**src/rtl/core/bgd_pkg.sv**
```systemverilog
package bgd_pkg;

  // Field widths
  localparam int DEV_W     = 2;
  localparam int STATUS_W  = 8;
  localparam int EVENT_W   = 3;
  localparam int TIMER_W   = 8;
  localparam int CFG_W     = 8;
  localparam int CFG_IDX_W = 1;

  localparam int NUM_DEVICES_DEF   = 4;
  localparam int INPUTS_PER_DEVICE = 3;

  // Input slots within one device
  localparam int IN_STICK = 0;
  localparam int IN_TRIG_A = 1;
  localparam int IN_TRIG_B = 2;

  // Configuration register indexes
  localparam logic [CFG_IDX_W-1:0] CFG_HOLD_TIME   = 1'd0;
  localparam logic [CFG_IDX_W-1:0] CFG_DCLICK_TIME = 1'd1;

  localparam logic [CFG_W-1:0] HOLD_TIME_RST   = 8'd20;
  localparam logic [CFG_W-1:0] DCLICK_TIME_RST = 8'd10;

  // Input phase codes
  localparam logic [1:0] PH_OFF     = 2'd0;
  localparam logic [1:0] PH_PRESS   = 2'd1;
  localparam logic [1:0] PH_ON      = 2'd2;
  localparam logic [1:0] PH_RELEASE = 2'd3;

  // Hold level codes
  localparam logic [1:0] HL_NONE    = 2'd0;
  localparam logic [1:0] HL_HOLD    = 2'd1;
  localparam logic [1:0] HL_HOLDING = 2'd2;

  // Event codes
  localparam logic [EVENT_W-1:0] EV_NONE        = 3'd0;
  localparam logic [EVENT_W-1:0] EV_CLICK       = 3'd1;
  localparam logic [EVENT_W-1:0] EV_RELEASE     = 3'd2;
  localparam logic [EVENT_W-1:0] EV_HOLD        = 3'd3;
  localparam logic [EVENT_W-1:0] EV_DCLICK      = 3'd4;
  localparam logic [EVENT_W-1:0] EV_DCLICK_HOLD = 3'd5;

  localparam logic [TIMER_W-1:0] TIMER_MAX = 8'hFF;
  localparam logic [STATUS_W-1:0] STATUS_IDLE = 8'hFF;

  typedef struct packed {
    logic [DEV_W-1:0]    device;
    logic [STATUS_W-1:0] status;
  } in_t;

  typedef struct packed {
    logic [EVENT_W-1:0] stick_event;
    logic [EVENT_W-1:0] button_a_event;
    logic [EVENT_W-1:0] button_b_event;
  } out_t;

  // Per-input tracking state
  typedef struct packed {
    logic [1:0]         ph;
    logic [1:0]         hl;
    logic               dbl;
    logic [TIMER_W-1:0] tm;
  } inp_t;

  // One memory entry per device
  typedef struct packed {
    logic [STATUS_W-1:0]                 prev;
    inp_t [INPUTS_PER_DEVICE-1:0]        inp;
  } ent_t;

  localparam int ENT_W = $bits(ent_t);

  localparam inp_t INP_RST = '{ph: PH_OFF, hl: HL_NONE, dbl: 1'b0, tm: TIMER_MAX};
  localparam ent_t ENT_RST = '{prev: STATUS_IDLE, inp: {INPUTS_PER_DEVICE{INP_RST}}};

endpackage

```
**src/rtl/core/button_gesture_detector.sv**
```systemverilog
// Button gesture detector: takes one poll transaction per cycle unless the output stalls,
// each carrying a device number and its active-low status byte, and returns one result
// per transaction with click, release, hold, double-click and double-click-hold codes for
// the stick and triggers A and B. An accepted transaction is registered into the update
// stage and its result into the output register; the rate is set by the read-modify-write
// of the per-device state RAM in the update stage (one entry per device, read on accept
// and written back from the update stage, with the previous write forwarded when the same
// device follows directly). Entries never written read as the reset state through per-device
// valid flags, so no clearing pass follows reset. Devices at or beyond NUM_DEVICES change
// nothing and report no events. The user must write hold_time and double_click_time through
// the cfg port while the block is idle; the block itself does not enforce this.
module button_gesture_detector
  import bgd_pkg::*;
#(
  parameter int NUM_DEVICES = NUM_DEVICES_DEF
) (
  input  logic                 clk,
  input  logic                 rst_n,
  input  logic                 in_valid,
  output logic                 in_ready,
  input  in_t                  in_data,
  output logic                 out_valid,
  input  logic                 out_ready,
  output out_t                 out_data,
  input  logic                 cfg_we,
  input  logic [CFG_IDX_W-1:0] cfg_index,
  input  logic [CFG_W-1:0]     cfg_wdata
);

  localparam int AW = (NUM_DEVICES > 1) ? $clog2(NUM_DEVICES) : 1;
  localparam int XW = AW + DEV_W;

  logic [CFG_W-1:0] hold_time_r;
  logic [CFG_W-1:0] dclick_time_r;

  logic             s1_valid_r;
  logic             s1_inr_r;
  logic [AW-1:0]    s1_addr_r;
  logic [STATUS_W-1:0] s1_status_r;

  logic             out_valid_r;
  out_t             out_data_r;

  logic [NUM_DEVICES-1:0] vld_r;
  logic             fwd_hit_r;
  logic [AW-1:0]    fwd_addr_r;
  ent_t             fwd_data_r;

  logic             in_accept;
  logic             s1_fire;
  logic [XW-1:0]    in_dev_ext;
  logic [AW-1:0]    in_addr;
  logic             in_inr;
  logic [AW-1:0]    rd_addr;
  logic [ENT_W-1:0] ram_rdata;
  logic             ram_we;
  ent_t             cur_ent;
  ent_t             new_ent;
  out_t             s1_result;

  // Saturating timer step, phase/hold transition, then edge override
  function automatic inp_t step_input(inp_t st, logic c, logic p,
                                      logic [CFG_W-1:0] ht, logic [CFG_W-1:0] dct);
    inp_t r;
    r = st;
    if (r.tm != TIMER_MAX) begin
      r.tm = r.tm + 1'b1;
    end
    if (r.ph == PH_PRESS) begin
      r.ph = PH_ON;
    end else if (r.ph == PH_RELEASE) begin
      r.ph = PH_OFF;
      r.hl = HL_NONE;
    end else if (r.hl == HL_NONE && r.ph == PH_ON && r.tm > ht) begin
      r.hl = HL_HOLD;
    end else if (r.hl == HL_HOLD) begin
      r.hl = HL_HOLDING;
    end else if (r.ph == PH_OFF && r.tm > dct) begin
      r.dbl = 1'b0;
    end
    if (c && !p) begin
      r.ph = PH_PRESS;
      if (r.tm <= dct) begin
        r.dbl = 1'b1;
      end
      r.tm = '0;
    end else if (!c && p) begin
      r.ph  = PH_RELEASE;
      r.hl  = HL_NONE;
      r.dbl = 1'b0;
      r.tm  = '0;
    end
    return r;
  endfunction

  function automatic logic [EVENT_W-1:0] event_of(inp_t st);
    logic [EVENT_W-1:0] ev;
    ev = EV_NONE;
    if (st.ph == PH_RELEASE) begin
      ev = EV_RELEASE;
    end else if (st.ph == PH_PRESS && st.hl == HL_NONE) begin
      ev = st.dbl ? EV_DCLICK : EV_CLICK;
    end else if (st.ph == PH_ON && st.hl == HL_HOLD) begin
      ev = st.dbl ? EV_DCLICK_HOLD : EV_HOLD;
    end
    return ev;
  endfunction

  function automatic logic is_on(logic [STATUS_W-1:0] st, int which);
    logic on;
    case (which)
      IN_STICK:  on = (st[3:0] != 4'hF);
      IN_TRIG_A: on = !st[4];
      IN_TRIG_B: on = !st[5];
      default:   on = 1'b0;
    endcase
    return on;
  endfunction

  // Handshake and address decode
  assign s1_fire    = s1_valid_r && (!out_valid_r || out_ready);
  assign in_ready   = !s1_valid_r || s1_fire;
  assign in_accept  = in_valid && in_ready;
  assign in_dev_ext = {{AW{1'b0}}, in_data.device};
  assign in_addr    = in_dev_ext[AW-1:0];
  assign in_inr     = (in_dev_ext < XW'(NUM_DEVICES));

  // Read ahead for the incoming transaction, else re-read the held one
  assign rd_addr = in_accept ? in_addr : s1_addr_r;
  assign ram_we  = s1_fire && s1_inr_r;

  bgd_ram #(
    .WIDTH (ENT_W),
    .DEPTH (NUM_DEVICES),
    .AW    (AW)
  ) u_state_ram (
    .clk   (clk),
    .we    (ram_we),
    .waddr (s1_addr_r),
    .wdata (new_ent),
    .raddr (rd_addr),
    .rdata (ram_rdata)
  );

  // Pick forwarded, stored or reset entry, then update every input
  always_comb begin
    if (fwd_hit_r && fwd_addr_r == s1_addr_r) begin
      cur_ent = fwd_data_r;
    end else if (vld_r[s1_addr_r]) begin
      cur_ent = ent_t'(ram_rdata);
    end else begin
      cur_ent = ENT_RST;
    end
    new_ent.prev = s1_status_r;
    for (int i = 0; i < INPUTS_PER_DEVICE; i++) begin
      new_ent.inp[i] = step_input(cur_ent.inp[i], is_on(s1_status_r, i),
                                  is_on(cur_ent.prev, i), hold_time_r, dclick_time_r);
    end
    if (s1_inr_r) begin
      s1_result.stick_event    = event_of(new_ent.inp[IN_STICK]);
      s1_result.button_a_event = event_of(new_ent.inp[IN_TRIG_A]);
      s1_result.button_b_event = event_of(new_ent.inp[IN_TRIG_B]);
    end else begin
      s1_result = '0;
    end
  end

  // Configuration registers
  always_ff @(posedge clk) begin
    if (!rst_n) begin
      hold_time_r   <= HOLD_TIME_RST;
      dclick_time_r <= DCLICK_TIME_RST;
    end else if (cfg_we) begin
      case (cfg_index)
        CFG_HOLD_TIME:   hold_time_r   <= cfg_wdata;
        CFG_DCLICK_TIME: dclick_time_r <= cfg_wdata;
        default: ;
      endcase
    end
  end

  // Update stage, output register, valid flags and forwarding
  always_ff @(posedge clk) begin
    if (!rst_n) begin
      s1_valid_r  <= 1'b0;
      out_valid_r <= 1'b0;
      vld_r       <= '0;
      fwd_hit_r   <= 1'b0;
    end else begin
      if (in_accept) begin
        s1_valid_r <= 1'b1;
      end else if (s1_fire) begin
        s1_valid_r <= 1'b0;
      end
      if (s1_fire) begin
        out_valid_r <= 1'b1;
      end else if (out_ready) begin
        out_valid_r <= 1'b0;
      end
      if (ram_we) begin
        vld_r[s1_addr_r] <= 1'b1;
      end
      fwd_hit_r <= ram_we;
    end
  end

  // Payload registers
  always_ff @(posedge clk) begin
    if (in_accept) begin
      s1_addr_r   <= in_addr;
      s1_inr_r    <= in_inr;
      s1_status_r <= in_data.status;
    end
    if (s1_fire) begin
      out_data_r <= s1_result;
    end
    if (ram_we) begin
      fwd_addr_r <= s1_addr_r;
      fwd_data_r <= new_ent;
    end
  end

  assign out_valid = out_valid_r;
  assign out_data  = out_data_r;

  // Hold off new transactions while the update stage is blocked
  a_stall_blocks_input: assert property (@(posedge clk) disable iff (!rst_n)
    (s1_valid_r && out_valid_r && !out_ready) |-> !in_ready)
    else $error("input accepted while update stage blocked");

  // A written entry is marked valid on the next cycle
  a_write_sets_valid: assert property (@(posedge clk) disable iff (!rst_n)
    ram_we |=> vld_r[$past(s1_addr_r)])
    else $error("written entry not marked valid");

  // An out-of-range device reports no events
  a_oor_no_event: assert property (@(posedge clk) disable iff (!rst_n)
    (s1_fire && !s1_inr_r) |=> (out_data_r == '0))
    else $error("out-of-range device produced an event");

  // Event codes stay within the defined set
  a_event_range: assert property (@(posedge clk) disable iff (!rst_n)
    out_valid_r |-> (out_data_r.stick_event <= EV_DCLICK_HOLD &&
                     out_data_r.button_a_event <= EV_DCLICK_HOLD &&
                     out_data_r.button_b_event <= EV_DCLICK_HOLD))
    else $error("undefined event code on output");

endmodule

```
**src/rtl/core/bgd_ram.sv**
```systemverilog
module bgd_ram #(
  parameter int WIDTH = 8,
  parameter int DEPTH = 4,
  parameter int AW    = (DEPTH > 1) ? $clog2(DEPTH) : 1
) (
  input  logic             clk,
  input  logic             we,
  input  logic [AW-1:0]    waddr,
  input  logic [WIDTH-1:0] wdata,
  input  logic [AW-1:0]    raddr,
  output logic [WIDTH-1:0] rdata
);

  logic [WIDTH-1:0] mem [DEPTH];

  // Write port and registered read (old data on collision)
  always_ff @(posedge clk) begin
    if (we) begin
      mem[waddr] <= wdata;
    end
    rdata <= mem[raddr];
  end

endmodule

```
**config.mk**
```make
export PLATFORM = sky130hd
export DESIGN_NAME = button_gesture_detector
export DESIGN_NICKNAME = d
export VERILOG_FILES = /design/src/rtl/core/bgd_pkg.sv /design/src/rtl/core/button_gesture_detector.sv /design/src/rtl/core/bgd_ram.sv
export SDC_FILE = /design/constraint.sdc
export NUM_CORES = 1
export LEC_CHECK = 0
export BUFFER_PORTS_ARGS = -buffer_cell sky130_fd_sc_hd__buf_2
export CAP_MARGIN = 20
export CORE_MARGIN = 4
export CORE_UTILIZATION = 50
export CTS_BUF_LIST = sky130_fd_sc_hd__clkbuf_2 sky130_fd_sc_hd__clkbuf_4 sky130_fd_sc_hd__clkbuf_8
export CTS_CLUSTER_DIAMETER = 30
export CTS_CLUSTER_SIZE = 8
export DETAILED_ROUTE_END_ITERATION = 8
export HOLD_SLACK_MARGIN = 0.15
export PLACE_DENSITY = 0.77
export RECOVER_POWER = 25
export SLEW_MARGIN = 40
export SYNTH_ARGS = -nofsm -noshare
export SYNTH_HDL_FRONTEND = slang
export SYNTH_HIERARCHICAL = 1
export SYNTH_SLANG_ARGS = --single-unit
```
**constraint.sdc**
```tcl
create_clock -name clk -period 9.61 [get_ports clk]
set_clock_uncertainty 0.05 [all_clocks]
set_input_delay 0.961 -clock clk [delete_from_list [all_inputs] [get_ports clk]]
set_output_delay 0.961 -clock clk [all_outputs]
set_load 0.01 [all_outputs]
```
==> reports/qor.yml <==
via_count: 8078
synth_fp_nets: 1007
layout-drive-gt1-share_pct: 19.2
multi_input_area_sq_um: 4590
crit_arrival_ps: 6640
grt_pass1_vias: 8181
antenna_cells: 0
path_class: "register to register"
path_clk_slew_ps: 60
cp_top_family: "simple AND/OR/NAND/NOR gates"
cp_cell_sequence: "mux4_2 -> o31ai_4 -> buf_4 -> o22a_1 -> ha_1 -> o221ai_1 -> nor4b_4 -> nor2_1 -> xnor2_1 -> ha_1 -> nand4_1 -> or3b_2 -> o22ai_1 -> nand4_1 -> a31oi_1 -> and4b_1 -> o211a_1"
critical_path.endpoint_type: "register"
cts_inserted_buffers: 54
num_io_pins: 35
max_slew_margin_pct: -150
cap_violations: 3
synth_cells: 908
layout.nets: 1078
initial_utilization_pct: 50.6
fin_crit_ps: 6250
syn2layout_area_growth_pct: 11.9
cts-root-buf: "clkbuf_8"
tightest_slew_ps: 3750
dpl.hpwl_mm: 17.2
grt_setup_unrepaired: "no"
fp-row-count: 60
grt_max_degree: 63
drt_wl_total_mm: 27.3
crit_slowest_cell: "mux4_2"
avgRoutedWirePerCell_microns: 20.0
worst_setup_path_start_kind: "register"
cts_max_path_buffers: 3
holdBufCountCts: 0
final_core_util_pct: 56.6
hold_violations: 0
antenna_found_initial: 0
worstPathMaxFanout: 29
slowest_delay_ps: 820
grt_pass1_wl_mm: 43.7
setup_tns_ps: 0
cts_setup_buffers: 0
powerDensity_nw_per_um2: 218
synth_area_per_cell_sq_um: 14.9
status: "finished, violations left"
clk_latency_ps: 580
place_congestion: 0.816
drcViolationCount: 0
firstDrtPassIters: 5
ir_worst_vdd_mv: 0.147
antenna_left: 0
leakagePower_nw: 5.42
grt_usage_pct: 18.1
fin_crit_sh_pct: 65.0
fmax_mhz: 160
r2r_setup_slack_ps: 3360
fillers: 2021
grt_overflow: 0
via_per_inst: 5.93
core_sq_um: 26800
hold_class: "register to register"
fp.dieH_microns: 173
synth.cell_area_sq_um: 13600
cts.sinks: 312
drtIter0Drc: 629
synth_warnings: 6
critPathRequiredTime_ps: 10000
dieArea_sq_um: 29800
die-width_microns: 173
crit_buf_inv: 1
io_buffers: 32
maxSlewViolCount: 157
tritoncts: "done"
setup_viol_count_final: 0
violations: "max-capacitance violations, max-slew violations"
regArea_sq_um: 8670
htreeDepth: 2
cts_resized: 0
==> per-layer routing <==
layer	routed length [microns]	part of all wire [%]	GRT usage, %	vias up
met5	0	0	0	-
met4	693	2.5	5.92	0
met3	1640	6.0	3.32	64
met2	13600	50	30.8	304
met1	11400	42	23.9	4011
li1	-	-	-	3699
==> tightest hold or removal path: cells and delay by family, from the launching register on <==
kind	cells	cell delay, ps
flops	1	300
simple gates	1	50
compound gates	1	70
==> worst paths after layout <==
path / start / end / cells after the start
worst min register to register: hold_time_r[1] / hold_time_r[1] / 2
worst min-delay path: hold_time_r[1] / hold_time_r[1] / 2
worst max-delay path: s1_addr_r[0] / out_data[5] / 17
worst max register to register: s1_addr_r[0] / out_data[5] / 17
==> layout make-up <==
type,count,share of cell area (%)
flip-flops and latches,312,57.1
multi-input cells,527,30.2
clock buffers,80,6.26
well taps,341,2.81
repair buffers,44,1.44
clock inverters,19,1.15
inverters,40,0.989
==> power by group <==
part | leakage [nW] | total, mW | internal [mW] | switching, mW
Sequential | 2.83 | 1.61 | 1.57 | 0.0361
Clock | 0.585 | 1.22 | 0.695 | 0.522
Combinational | 2.01 | 0.484 | 0.201 | 0.283
==> flip-flops by register name, indices dropped and copies added (netlist names) <==
| register | count |
|---|---|
| s1_status_r | 6 |
| out_valid | 1 |
| dclick_time_r | 8 |
| fwd_hit_r | 1 |
| u_state_ram/mem | 180 |
| vld_r | 4 |
| s1_addr_r | 2 |
| out_data | 9 |
| fwd_addr_r | 2 |
| hold_time_r | 8 |
| s1_valid_r | 1 |
| fwd_data_r | 45 |
| u_state_ram/rdata | 45 |
==> metrics by stage <==
stage	instance area (sq um)	hold WS [ps]	setup slack, ps	power (mW)	std cells
floorplan	13600	386	3320	1.98	908
global placement	14100	397	3520	2.08	1262
detailed placement	14100	408	3440	2.11	1263
CTS	15200	422	3410	3.33	1362
global route	15200	445	2930	3.47	1363
finish	15200	423	3360	3.31	1363
==> cell usage in the layout, fill, tap and decap left out, types with 5 or more instances in the layout <==
master      n
nor3_1     10
inv_1      39
buf_2      21
xnor2_1    10
clkbuf_8   56
clkbuf_1   14
o22a_1     15
a31oi_1     8
clkinv_1    6
nand3_1    11
dfxtp_1    70
nor2b_1    27
nor2_1     38
ha_1       75
o22ai_1    15
nand4_1    21
mux2_2      7
mux4_2     46
a21boi_0   13
clkbuf_4   24
nand2b_1    7
a22o_1     10
nor3b_1     6
a21oi_1    32
o21ai_0    13
o211ai_1    6
and4b_1     5
buf_4       7
and4_1      5
o21a_1     11
nand2_1    61
edfxtp_1  242
a21o_1      6
nor4_1      5
(Power assumes the default switching activity.)
